$ cat src/rtl/core/assert_macros.svh
// Assertion macros shared by the RTL of the moisture band alarm.
// Included by the files that carry concurrent assertions; no other dependencies.
`ifndef ASSERT_MACROS_SVH
`define ASSERT_MACROS_SVH
`ifndef ASSERT_OFF
// Same-cycle implication, checked outside reset.
`define ASSERT_IMPLIES(label, clk, rst, ante, cons, msg) \
  label: assert property (@(posedge clk) disable iff (rst) (ante) |-> (cons)) else $error(msg);
// Next-cycle implication, checked outside reset.
`define ASSERT_NEXT(label, clk, rst, ante, cons, msg) \
  label: assert property (@(posedge clk) disable iff (rst) (ante) |=> (cons)) else $error(msg);
`else
`define ASSERT_IMPLIES(label, clk, rst, ante, cons, msg)
`define ASSERT_NEXT(label, clk, rst, ante, cons, msg)
`endif
`endif

$ cat src/rtl/core/mpba_pkg.sv
// Package of the moisture band alarm: widths, condition codes, register
// indexes and the controller/datapath command and status types. No dependencies.
package mpba_pkg;

  localparam int SAMPLE_BITS = 12;
  // Signed difference of two readings
  localparam int DIFF_W = SAMPLE_BITS + 1;
  // Difference times 100, signed
  localparam int PROD_W = DIFF_W + 7;
  // Magnitude of the dividend, also the quotient width
  localparam int QUO_W = PROD_W - 1;
  localparam int CNT_W = $clog2(QUO_W);

  localparam int CFG_DATA_W = 32;
  localparam int CFG_INDEX_W = 2;
  localparam int TIME_W = 32;
  localparam int PCT_W = 7;
  localparam int COND_W = 3;

  localparam logic [CFG_INDEX_W-1:0] REG_DRY_READING = 2'd0;
  localparam logic [CFG_INDEX_W-1:0] REG_WET_READING = 2'd1;
  localparam logic [CFG_INDEX_W-1:0] REG_DRY_DELAY = 2'd2;

  localparam logic [COND_W-1:0] COND_IDLE = 3'd0;
  localparam logic [COND_W-1:0] COND_VERY_DRY = 3'd1;
  localparam logic [COND_W-1:0] COND_DRY = 3'd2;
  localparam logic [COND_W-1:0] COND_MOIST = 3'd3;
  localparam logic [COND_W-1:0] COND_WET = 3'd4;
  localparam logic [COND_W-1:0] COND_SUBMERGED = 3'd5;

  localparam logic [PCT_W-1:0] PCT_FULL = 7'd100;
  localparam logic [PCT_W-1:0] PCT_VERY_DRY_BELOW = 7'd10;
  localparam logic [PCT_W-1:0] PCT_DRY_BELOW = 7'd30;
  localparam logic [PCT_W-1:0] PCT_IDLE_MAX = 7'd40;
  localparam logic [PCT_W-1:0] PCT_MOIST_MAX = 7'd60;
  localparam logic [PCT_W-1:0] PCT_WET_MAX = 7'd90;

  localparam logic [SAMPLE_BITS-1:0] DRY_READING_RESET = {SAMPLE_BITS{1'b1}};
  localparam logic [SAMPLE_BITS-1:0] WET_READING_RESET = '0;
  localparam logic [TIME_W-1:0] DRY_DELAY_RESET = 32'd60000;

  typedef struct packed {
    logic capture;  // latch the accepted sample
    logic load;     // set up the divider operands
    logic step;     // one quotient bit
    logic finish;   // scale, classify, time and write the result
  } mpba_cmd_t;

  typedef struct packed {
    logic div_last;  // the current step produces the last quotient bit
  } mpba_status_t;

endpackage

$ cat src/rtl/core/mpba_channels.sv
// Handshake channels of the moisture band alarm: sample in, result out.
// Depends on mpba_pkg.
interface mpba_sample_if import mpba_pkg::*; ();
  logic valid;
  logic ready;
  logic [SAMPLE_BITS-1:0] sample;
  logic [TIME_W-1:0] now_ms;

  modport source(output valid, sample, now_ms, input ready);
  modport sink(input valid, sample, now_ms, output ready);
endinterface

interface mpba_result_if import mpba_pkg::*; ();
  logic valid;
  logic ready;
  logic [PCT_W-1:0] moisture_percent;
  logic [COND_W-1:0] condition;
  logic alarm;
  logic span_error;

  modport source(output valid, moisture_percent, condition, alarm, span_error, input ready);
  modport sink(input valid, moisture_percent, condition, alarm, span_error, output ready);
endinterface

$ cat src/rtl/core/mpba_ctrl.sv
// Controller of the moisture band alarm: sequences capture, setup, division
// and finish, and owns the handshakes. Depends on mpba_pkg and assert_macros.svh.
`include "assert_macros.svh"

module mpba_ctrl import mpba_pkg::*; (
  input  logic         clk,
  input  logic         rst,
  input  logic         in_valid,
  output logic         in_ready,
  output logic         out_valid,
  input  logic         out_ready,
  input  mpba_status_t status,
  output mpba_cmd_t    cmd
);

  localparam logic [1:0] S_IDLE = 2'd0;
  localparam logic [1:0] S_LOAD = 2'd1;
  localparam logic [1:0] S_DIV = 2'd2;
  localparam logic [1:0] S_FIN = 2'd3;

  logic [1:0] state;
  logic [1:0] state_next;
  logic       out_free;

  assign out_free = !out_valid || out_ready;
  assign in_ready = (state == S_IDLE);

  // Decode commands and next state
  always_comb begin
    cmd = '0;
    state_next = state;
    case (state)
      S_IDLE: begin
        if (in_valid) begin
          cmd.capture = 1'b1;
          state_next = S_LOAD;
        end
      end
      S_LOAD: begin
        cmd.load = 1'b1;
        state_next = S_DIV;
      end
      S_DIV: begin
        cmd.step = 1'b1;
        if (status.div_last) state_next = S_FIN;
      end
      S_FIN: begin
        // hold until the output register is free
        if (out_free) begin
          cmd.finish = 1'b1;
          state_next = S_IDLE;
        end
      end
      default: state_next = S_IDLE;
    endcase
  end

  always_ff @(posedge clk) begin
    if (rst) begin
      state <= S_IDLE;
    end else begin
      state <= state_next;
    end
  end

  // Set valid on a new result, drop it once the transaction completes
  always_ff @(posedge clk) begin
    if (rst) begin
      out_valid <= 1'b0;
    end else if (cmd.finish) begin
      out_valid <= 1'b1;
    end else if (out_ready) begin
      out_valid <= 1'b0;
    end
  end

  `ASSERT_NEXT(a_accept_loads, clk, rst, in_valid && in_ready, state == S_LOAD, "accept did not start setup")
  `ASSERT_IMPLIES(a_no_overwrite, clk, rst, cmd.finish, !out_valid || out_ready, "result overwritten")
  `ASSERT_NEXT(a_div_ends, clk, rst, cmd.step && status.div_last, state == S_FIN, "division did not end")
  `ASSERT_NEXT(a_finish_valid, clk, rst, cmd.finish, out_valid, "finished result not presented")

endmodule

$ cat src/rtl/core/mpba_dp.sv
// Datapath of the moisture band alarm: configuration registers, operand setup,
// bit-serial restoring divider, scaling, classing and dry timer. Depends on mpba_pkg.
module mpba_dp import mpba_pkg::*; (
  input  logic                   clk,
  input  logic                   rst,
  input  logic                   cfg_wen,
  input  logic [CFG_INDEX_W-1:0] cfg_index,
  input  logic [CFG_DATA_W-1:0]  cfg_data,
  input  logic [SAMPLE_BITS-1:0] sample,
  input  logic [TIME_W-1:0]      now_ms,
  input  mpba_cmd_t              cmd,
  output mpba_status_t           status,
  output logic [PCT_W-1:0]       moisture_percent,
  output logic [COND_W-1:0]      condition,
  output logic                   alarm,
  output logic                   span_error
);

  logic [SAMPLE_BITS-1:0] dry_reading;
  logic [SAMPLE_BITS-1:0] wet_reading;
  logic [TIME_W-1:0]      dry_delay_ms;

  logic [SAMPLE_BITS-1:0] sample_q;
  logic [TIME_W-1:0]      now_q;

  logic [SAMPLE_BITS-1:0] rem;
  logic [QUO_W-1:0]       quo;
  logic [SAMPLE_BITS-1:0] den;
  logic                   neg;
  logic                   span_zero;
  logic [CNT_W-1:0]       cnt;

  logic                   dry_timer_running;
  logic [TIME_W-1:0]      dry_start_time;

  // Write configuration
  always_ff @(posedge clk) begin
    if (rst) begin
      dry_reading <= DRY_READING_RESET;
      wet_reading <= WET_READING_RESET;
      dry_delay_ms <= DRY_DELAY_RESET;
    end else if (cfg_wen) begin
      case (cfg_index)
        REG_DRY_READING: dry_reading <= cfg_data[SAMPLE_BITS-1:0];
        REG_WET_READING: wet_reading <= cfg_data[SAMPLE_BITS-1:0];
        REG_DRY_DELAY:   dry_delay_ms <= cfg_data[TIME_W-1:0];
        default: ;
      endcase
    end
  end

  // Hold the accepted transaction
  always_ff @(posedge clk) begin
    if (cmd.capture) begin
      sample_q <= sample;
      now_q <= now_ms;
    end
  end

  // Operand setup: offset times 100 over span, as magnitudes and a sign
  logic signed [DIFF_W-1:0] offs;
  logic signed [DIFF_W-1:0] span;
  logic signed [PROD_W-1:0] prod;
  logic [QUO_W-1:0]         prod_mag;
  logic [SAMPLE_BITS-1:0]   span_mag;

  always_comb begin
    offs = $signed({1'b0, sample_q}) - $signed({1'b0, wet_reading});
    span = $signed({1'b0, dry_reading}) - $signed({1'b0, wet_reading});
    prod = PROD_W'(offs) * PROD_W'(100);
    prod_mag = prod[PROD_W-1] ? QUO_W'(-prod) : QUO_W'(prod);
    span_mag = span[DIFF_W-1] ? SAMPLE_BITS'(-span) : SAMPLE_BITS'(span);
  end

  // Restoring division, one quotient bit per step
  logic [SAMPLE_BITS:0] trial;
  logic                 fits;

  always_comb begin
    trial = {rem, quo[QUO_W-1]};
    fits = (trial >= {1'b0, den});
  end

  assign status.div_last = (cnt == '0);

  always_ff @(posedge clk) begin
    if (cmd.load) begin
      rem <= '0;
      quo <= prod_mag;
      den <= span_mag;
      neg <= offs[DIFF_W-1] ^ span[DIFF_W-1];
      span_zero <= (span == '0);
      cnt <= CNT_W'(QUO_W - 1);
    end else if (cmd.step) begin
      rem <= fits ? SAMPLE_BITS'(trial - {1'b0, den}) : trial[SAMPLE_BITS-1:0];
      quo <= {quo[QUO_W-2:0], fits};
      cnt <= cnt - 1'b1;
    end
  end

  // Scale, clamp and classify: a negative quotient clamps to full scale unless the span is zero
  logic [PCT_W-1:0]  pct;
  logic [COND_W-1:0] cond;
  logic              dry_now;
  logic              alarm_now;
  logic [TIME_W-1:0] start_eff;
  logic [TIME_W-1:0] elapsed;

  always_comb begin
    if (span_zero) begin
      pct = '0;
    end else if (neg) begin
      pct = PCT_FULL;
    end else if (quo >= QUO_W'(PCT_FULL)) begin
      pct = '0;
    end else begin
      pct = PCT_FULL - quo[PCT_W-1:0];
    end

    start_eff = dry_timer_running ? dry_start_time : now_q;
    elapsed = now_q - start_eff;
    dry_now = 1'b0;
    alarm_now = 1'b0;
    if (pct >= PCT_DRY_BELOW && pct <= PCT_IDLE_MAX) begin
      cond = COND_IDLE;
    end else if (pct < PCT_DRY_BELOW) begin
      cond = (pct < PCT_VERY_DRY_BELOW) ? COND_VERY_DRY : COND_DRY;
      dry_now = 1'b1;
      alarm_now = (elapsed >= dry_delay_ms);
    end else if (pct <= PCT_MOIST_MAX) begin
      cond = COND_MOIST;
    end else if (pct <= PCT_WET_MAX) begin
      cond = COND_WET;
    end else begin
      cond = COND_SUBMERGED;
      alarm_now = 1'b1;
    end
  end

  // Advance the dry timer: start on the first dry sample, stop on any other
  always_ff @(posedge clk) begin
    if (rst) begin
      dry_timer_running <= 1'b0;
      dry_start_time <= '0;
    end else if (cmd.finish) begin
      dry_timer_running <= dry_now;
      if (dry_now && !dry_timer_running) dry_start_time <= now_q;
    end
  end

  // Output register
  always_ff @(posedge clk) begin
    if (cmd.finish) begin
      moisture_percent <= pct;
      condition <= cond;
      alarm <= alarm_now;
      span_error <= span_zero;
    end
  end

endmodule

$ cat src/rtl/core/moisture_percent_band_alarm.sv
// Top level of the moisture band alarm: controller, datapath and channels.
// Depends on mpba_pkg, mpba_channels, mpba_ctrl and mpba_dp.
//
//   channel   dir  handshake     payload
//   samples   in   valid/ready   sample, now_ms
//   results   out  valid/ready   moisture_percent, condition, alarm, span_error
//   cfg       in   cfg_wen       cfg_index, cfg_data
//
// A sample passes through capture, operand setup, one cycle per quotient bit of
// the bit-serial divider, and a finish cycle.
// Reset is synchronous and active high; it restores the configuration defaults
// and stops the dry timer. A new sample is accepted while a result still waits;
// the finish cycle holds while the output register is full and not taken.
module moisture_percent_band_alarm import mpba_pkg::*; (
  input  logic                   clk,
  input  logic                   rst,
  input  logic                   cfg_wen,
  input  logic [CFG_INDEX_W-1:0] cfg_index,
  input  logic [CFG_DATA_W-1:0]  cfg_data,
  mpba_sample_if.sink            samples,
  mpba_result_if.source          results
);

  mpba_cmd_t    cmd;
  mpba_status_t status;

  mpba_ctrl u_ctrl (
    .clk       (clk),
    .rst       (rst),
    .in_valid  (samples.valid),
    .in_ready  (samples.ready),
    .out_valid (results.valid),
    .out_ready (results.ready),
    .status    (status),
    .cmd       (cmd)
  );

  mpba_dp u_dp (
    .clk              (clk),
    .rst              (rst),
    .cfg_wen          (cfg_wen),
    .cfg_index        (cfg_index),
    .cfg_data         (cfg_data),
    .sample           (samples.sample),
    .now_ms           (samples.now_ms),
    .cmd              (cmd),
    .status           (status),
    .moisture_percent (results.moisture_percent),
    .condition        (results.condition),
    .alarm            (results.alarm),
    .span_error       (results.span_error)
  );

endmodule
$ cat src/flat_wrapper.sv
// flat-port wrapper written by rule: the top's interface ports become plain ports
module moisture_percent_band_alarm_flat import mpba_pkg::*;
  (clk, rst, cfg_wen, cfg_index, cfg_data, samples_valid, samples_sample, samples_now_ms, samples_ready, results_valid, results_moisture_percent, results_condition, results_alarm, results_span_error, results_ready);
  mpba_sample_if samples_i ();
  mpba_result_if results_i ();
  input  logic clk;
  input  logic rst;
  input  logic cfg_wen;
  input  logic [CFG_INDEX_W-1:0] cfg_index;
  input  logic [CFG_DATA_W-1:0] cfg_data;
  input wire logic [$bits(samples_i.valid)-1:0] samples_valid;
  input wire logic [$bits(samples_i.sample)-1:0] samples_sample;
  input wire logic [$bits(samples_i.now_ms)-1:0] samples_now_ms;
  output wire logic [$bits(samples_i.ready)-1:0] samples_ready;
  output wire logic [$bits(results_i.valid)-1:0] results_valid;
  output wire logic [$bits(results_i.moisture_percent)-1:0] results_moisture_percent;
  output wire logic [$bits(results_i.condition)-1:0] results_condition;
  output wire logic [$bits(results_i.alarm)-1:0] results_alarm;
  output wire logic [$bits(results_i.span_error)-1:0] results_span_error;
  input wire logic [$bits(results_i.ready)-1:0] results_ready;
  assign samples_i.valid = samples_valid;
  assign samples_i.sample = samples_sample;
  assign samples_i.now_ms = samples_now_ms;
  assign samples_ready = samples_i.ready;
  assign results_valid = results_i.valid;
  assign results_moisture_percent = results_i.moisture_percent;
  assign results_condition = results_i.condition;
  assign results_alarm = results_i.alarm;
  assign results_span_error = results_i.span_error;
  assign results_i.ready = results_ready;
  moisture_percent_band_alarm u_core (.clk(clk), .rst(rst), .cfg_wen(cfg_wen), .cfg_index(cfg_index), .cfg_data(cfg_data), .samples(samples_i), .results(results_i));
endmodule
$ cat config.mk
export PLATFORM = sky130hd
export DESIGN_NAME = moisture_percent_band_alarm_flat
export DESIGN_NICKNAME = d
export VERILOG_FILES = /design/src/rtl/core/mpba_pkg.sv /design/src/rtl/core/mpba_channels.sv /design/src/rtl/core/mpba_ctrl.sv /design/src/rtl/core/mpba_dp.sv /design/src/rtl/core/moisture_percent_band_alarm.sv /design/src/flat_wrapper.sv
export VERILOG_INCLUDE_DIRS = /design/src /design/src/rtl/core
export SDC_FILE = /design/constraint.sdc
export NUM_CORES = 1
export LEC_CHECK = 0
export ABC_AREA = 0
export BUFFER_PORTS_ARGS = -buffer_cell sky130_fd_sc_hd__buf_2
export CAP_MARGIN = 30
export CORE_MARGIN = 2
export CORE_UTILIZATION = 40
export CTS_CLUSTER_SIZE = 10
export DETAILED_ROUTE_END_ITERATION = 10
export GPL_TIMING_DRIVEN = 1
export SYNTH_ARGS = -nofsm -noshare
export SYNTH_HDL_FRONTEND = slang
export SYNTH_SLANG_ARGS = --single-unit
$ cat constraint.sdc
create_clock -name clk -period 6.85 [get_ports clk]
set_input_delay 2.055 -clock clk [delete_from_list [all_inputs] [get_ports clk]]
set_output_delay 2.055 -clock clk [all_outputs]
set_load 0.03 [all_outputs]
# Word-level counts from Yosys, hierarchy flattened
# Index checks and enable logic that the tools add are counted.
[op_classes]
n_addsub = 8
mul = 1
n_lt_le_gt_ge = 9
eq_ne = 8
muxes = 30
n_bitwise = 1
reduce_logical = 16
[ops]
columns = ["op", "n"]
rows = [
  ["two-way mux 19 bit", 3],
  ["greater-or-equal comparator 32 bit", 1],
  ["two-way mux 32 bit", 1],
  ["subtractor 32 bit", 1],
  ["subtractor 12 x 12 -> 13 bit", 2],
  ["two-way mux 12 bit", 2],
  ["two-way mux 7 bit", 3],
  ["greater-or-equal comparator 19 x 7 -> 1 bit (second input constant)", 1],
  ["negator 19 bit", 1],
  ["multiplier 13 x 6 -> 18 bit (second input constant)", 1],
  ["<= comparator 7 x 6 -> 1 bit (second input constant)", 2],
  ["two-way mux 1 bit", 14],
  ["greater-or-equal comparator 13 x 12 -> 1 bit", 1],
  ["logical NOT 13 bit", 1],
  ["negator 12 bit", 1],
  ["subtractor 12 bit", 1],
  ["two-way mux 2 bit", 4],
  ["one-hot mux 2 bit (4 select lines)", 1],
  ["AND reduction 2 bit", 4],
  ["greater-or-equal comparator 7 x 5 -> 1 bit (second input constant)", 1],
  ["<= comparator 7 bit (second input constant)", 1],
  ["less-than comparator 7 x 4 -> 1 bit (second input constant)", 1],
  ["less-than comparator 7 x 5 -> 1 bit (second input constant)", 1],
  ["subtractor 7 bit (first input constant)", 1],
  ["other kinds (14)", 23],
]
[word_totals]
ff_bits = 198
in_bits = 83
output_inout_bits = 14
elab_cells = 92

# Longest topological paths before layout
[depth]
word_depth = 9
ltp_mapped = 24

# Hierarchy
# From an unflattened synthesis, not the netlist that was laid out.
[hier_totals]
cells_unflattened = 1479
area_unflattened_um2 = 13474.2
[by_module_without_submodules]
columns = ["mod", "instances", "cells_per_inst", "area_per_inst_um2", "seq_area_each_um2"]
rows = [
  ["mpba_dp", 1, 1456, 13271.5, 4794.6],
  ["mpba_ctrl", 1, 23, 202.7, 60.1],
]

# Worst setup path after synthesis
# Ideal clock, no wire load.
[synth_path]
kind = "register to register"
startpoint = "register u_core.u_dp.wet_reading[1]"
endpoint = "register u_core.u_dp.quo[14], data pin"
arrival_time_ps = 4950
required_time_ps = 6698
path_slack_ps = 1748
stages_incl_launch_ff = 23
path_buffers = 2
path_cell_list = "dfxtp_1 -> inv_1 -> ha_1 -> nor2b_1 -> o21a_1 -> o21ai_0 -> a21oi_1 -> a21o_1 -> xor2_1 -> ha_1 -> fa_1 -> ha_1 -> ha_1 -> clkbuf_1 -> or2_2 -> a21oi_1 -> a311oi_1 -> o22a_1 -> nand3_1 -> nand2_1 -> clkbuf_1 -> or3_1 -> a31oi_1"
[synth_between]
elab_chain_cells = 5
[synth_rtl]
columns = ["element", "line_no", "source"]
rows = [
  ["start, declared", "mpba_dp.sv:20", "logic [SAMPLE_BITS-1:0] wet_reading;"],
  ["start signal, assigned", "mpba_dp.sv:45", "REG_WET_READING: wet_reading <= cfg_data[SAMPLE_BITS-1:0];"],
  ["subtractor 12 x 12 -> 13 bit (*)", "mpba_dp.sv:68", "offs = $signed({1'b0, sample_q}) - $signed({1'b0, wet_reading});"],
  ["multiplier 13 x 6 -> 18 bit (*)", "mpba_dp.sv:70", "prod = PROD_W'(offs) * PROD_W'(100);"],
  ["negator 19 bit", "mpba_dp.sv:71", "prod_mag = prod[PROD_W-1] ? QUO_W'(-prod) : QUO_W'(prod);"],
  ["two-way mux 19 bit (*)", "mpba_dp.sv:71", ""],
  ["two-way mux 19 bit (*)", "mpba_dp.sv:87", "if (cmd.load) begin"],
  ["end signal, assigned", "mpba_dp.sv:89", "quo <= prod_mag;"],
  ["end signal, assigned", "mpba_dp.sv:96", "quo <= {quo[QUO_W-2:0], fits};"],
  ["end, declared", "mpba_dp.sv:27", "logic [QUO_W-1:0] quo;"],
]
# Every way passes the cells marked *; elsewhere a longest branch is shown, timed or not.
# A chain may end at the register's enable or synchronous reset.

# Worst setup path after layout
# Same ends and word-level chain as after synthesis.

==> summary.txt <==
status: complete, no violations
post-synth top area share: 19.7%
drt drc: 0
clk_lat worst skew: 0.45 ns
area leader, netlist: edfxtp_1
Achievable Freq: 179 MHz
Root Buffer: clkbuf_16
GR Overflow Total: 0
gr usage total: 18.0%
Synth area leaders: edfxtp_1 20%, dfxtp_1 16%, ha_1 14%
num ports: 97
r2r startpoint: u_core.u_dp.wet_reading[1]
critical path fanouts, max: 13
port bufs: 96
WL final: 31.4 mm
Inst Count DP: 2013
critical path's top delay family: simple AND/OR/NAND/NOR gates
Die Height: 188 microns
count leader, synth: nand2_1
Layout Skew: 0.0137 ns
Max Cap Viol: 0
Setup crit end kind: flip-flop
Vias/cell: 5.28
Post-DRT Antenna Nets: 0
worst stage delay on the critical path: 0.52 ns
Worst path slowest cell: or4_1
CTS clock-pin slew for the worst setup and hold paths: 0.08 ns
post_cts resized: 0
Lkg Pwr: 0.00606 uW
most numerous cell on the critical path: ha_1
most frequent cells after synthesis: 195 x nand2_1, 152 x ha_1, 145 x a21oi_1, 109 x dfxtp_1, 97 x inv_1
filler cell count: 3224
Yosys Warn Count: 0
Placement Setup Slack: 1.27 ns
worst r2r dst: u_core.u_dp.quo[14]
drt pass-1 iters: 6
Die X: 188 microns
RD Place Congestion: 0.851
fin worst setup slack: 1.25 ns
HP Start: u_core.u_dp.dry_start_time[21]
Hold-fix buffers, CTS: 0
routed via count: 10800
RSZ-0062 raised after global routing: no
Yosys reg bits: 198
CTS H-tree depth: 4
clk sinks: 198
fraction of registers with async set/reset: 0%
Core Box Area: 33400 sq um
Inserted Diodes: 0
initial core utilization: 40.6%
Yosys cell types: 69
clk buf depth: 2
Final period util: 81.8%
CTS tree: built
Site Rows: 67
crit path launch type: flip-flop
Worst Max-Slew Pin Slew: 0.886 ns
number of flops mapped to enable cells by yosys: 89
Synth Cell Area: 13600 sq um
Finish-stage setup viols: 0
CP cell instances: inv_1, ha_1, nor2b_1, o21a_1, o21ai_0, a211oi_1, nor3_1, nand4b_1, ha_1, fa_1, ha_1, ha_1, or4_1, o22a_1, nand3_1, nand2_1, or3_1, a31oi_1
Post-Layout Cell Count: 2046
final hold viol count: 0
Synth-to-Final Area Change: 11.4%
reg2reg path depth: 18
sequential area share after synthesis: 35.8%
power per cell area: 529 nW/um^2
DIE AREA: 35400 sq um
PnR Total Power: 7990 uW
drt first-iter violations: 517
crit path DAT: 5.89 ns
WP data required: 7.14 ns
r2r setup slk: 1.25 ns
Syn Inst Count: 1511
initial antenna violation count: 0
Hold Path End: u_core.u_dp.dry_start_time[21]
Final Max Tran Viols: 0
Tmin final: 5.60 ns
crit path kind: reg2reg
Hold Path Cell Cnt: 2
first-pass GRT wire length: 51.8 mm
class of the worst hold path: reg2reg
# nets final: 1829
Setup TNS: 0 ns
detailed placer's ending HPWL: 24.0 mm
vias in the first global route: 10400
layout cells sized above 1: 10.3%
pin count of the biggest net entering global routing: 62
VDD IR max: 0.337 mV
Slew Limit Headroom: 40.9%
Worst Path Buf+Inv: 1
Num CTS Buffers: 17
postcts setup bufs: 0
Synth Net Count: 1755
Synth Area per Inst: 8.98 sq um
Primary FF master, synth: dfxtp_1
DR WL/cell: 15.3 microns
==> layout by cell type (no fill, tap or decap), types with 5 or more instances in the layout <==
cell type,netlist,layout
and2_1,10,9
nand2b_1,10,10
clkbuf_16,0,19
ha_1,152,151
o31a_1,6,6
nand3_1,24,24
xnor2_1,57,57
nand4_1,9,9
a31oi_1,14,14
a21o_1,37,37
or3_1,17,17
o31ai_1,8,8
a211o_1,30,30
a2111oi_0,5,5
and3_1,12,12
or2_2,12,12
buf_2,2,96
nor2b_1,34,34
fa_1,9,9
nand2_1,195,195
buf_4,0,11
mux2i_1,43,43
inv_1,97,97
a21oi_1,145,145
edfxtp_1,89,89
o21ai_0,55,55
a211oi_1,20,20
nor3_1,29,29
o21a_1,17,17
nor2_1,89,89
a311oi_1,6,6
nor4_1,6,6
o2111ai_1,5,5
o211ai_1,15,15
dfxtp_1,109,108
xor2_1,36,36
==> through the flow <==
step / utilization [%] / instance area (sq um) / hold slack, ns
floorplan: - / 13600 / 0.436
global placement: 43.3 / 14500 / 0.441
detailed placement: 43.4 / 14500 / 0.446
CTS: 45.2 / 15100 / 0.457
global route: 45.2 / 15100 / 0.468
finish: 45.2 / 15100 / 0.456
==> flip-flops by register name, indices dropped and copies added (netlist names), 3 cells and up <==
register                      flops
u_core.u_dp.dry_start_time       32
u_core.u_dp.den                  12
u_core.u_dp.cnt                   5
u_core.u_dp.sample_q             12
u_core.u_dp.wet_reading          12
u_core.u_dp.rem                  12
u_core.u_dp.dry_reading          12
u_core.u_dp.dry_delay_ms         32
u_core.u_dp.quo                  19
u_core.u_dp.moisture_percent      7
u_core.u_dp.condition             3
u_core.u_dp.now_q                32
==> area by class of cell <==
class	count	area, sq um	area share (%)
Timing Repair Buffer	108	591	3.91
Tap cell	448	561	3.71
Clock buffer	24	514	3.40
Clock inverter	8	83.8	0.554
Sequential cell	198	4860	32.1
Inverter	97	364	2.41
Multi-Input combinational cell	1163	8150	53.9
==> worst max path at each step <==
stage	startpoint	end	slack (ns)	depth (start not counted)
3_3_place_gp	u_core.u_dp.wet_reading[1]	u_core.u_dp.quo[18]	1.37	18
3_5_place_dp	u_core.u_dp.wet_reading[1]	u_core.u_dp.quo[14]	1.27	18
6_report	u_core.u_dp.wet_reading[1]	u_core.u_dp.quo[14]	1.25	18
2_1_floorplan	u_core.u_dp.wet_reading[1]	u_core.u_dp.quo[14]	1.75	22
4_1_cts	u_core.u_dp.wet_reading[1]	u_core.u_dp.quo[14]	1.22	18
5_1_grt	u_core.u_dp.wet_reading[1]	u_core.u_dp.quo[13]	0.67	18
==> worst reg2reg max path, stage by stage, from the launching register on <==
cell      delay, ns
dfxtp_1        0.39
inv_1          0.11
ha_1           0.28
nor2b_1        0.12
o21a_1         0.16
o21ai_0        0.12
a211oi_1       0.42
nor3_1         0.11
nand4b_1       0.33
ha_1           0.40
fa_1           0.47
ha_1           0.32
ha_1           0.28
or4_1          0.52
o22a_1         0.21
nand3_1        0.28
nand2_1        0.31
or3_1          0.44
a31oi_1        0.16
==> per-layer routing <==
metal / track usage, % / vias up / wire length [microns]
met5: 0 / - / 0
met1: 23.8 / 5052 / 15000
met2: 30.8 / 159 / 14900
li1: - / 5572 / -
met4: 4.88 / 0 / 495
met3: 2.46 / 29 / 955
==> where the power goes <==
| part | total (uW) | leakage [uW] | internal (uW) | switching, uW |
|---|---|---|---|---|
| Sequential | 1710 | 0.00172 | 1560 | 155 |
| Clock | 1040 | 0.000298 | 571 | 467 |
| Combinational | 5240 | 0.00404 | 2180 | 3060 |
| Total | 7990 | 0.00606 | 4310 | 3680 |
==> cells by family (layout without fill, tap and decap cells) <==
| kind of cell | Yosys count | in the layout | share of synthesized area, % |
|---|---|---|---|
| simple gates | 469 | 469 | 16.2 |
| compound gates | 395 | 395 | 19.1 |
| flops | 198 | 198 | 35.8 |
| fa+ha+maj | 161 | 161 | 15.3 |
| buf+inv | 150 | 237 | 4.22 |
| xor+xnor | 93 | 93 | 6.00 |
| mux | 45 | 45 | 3.34 |
Note: power is estimated with default switching activity, not from simulation.
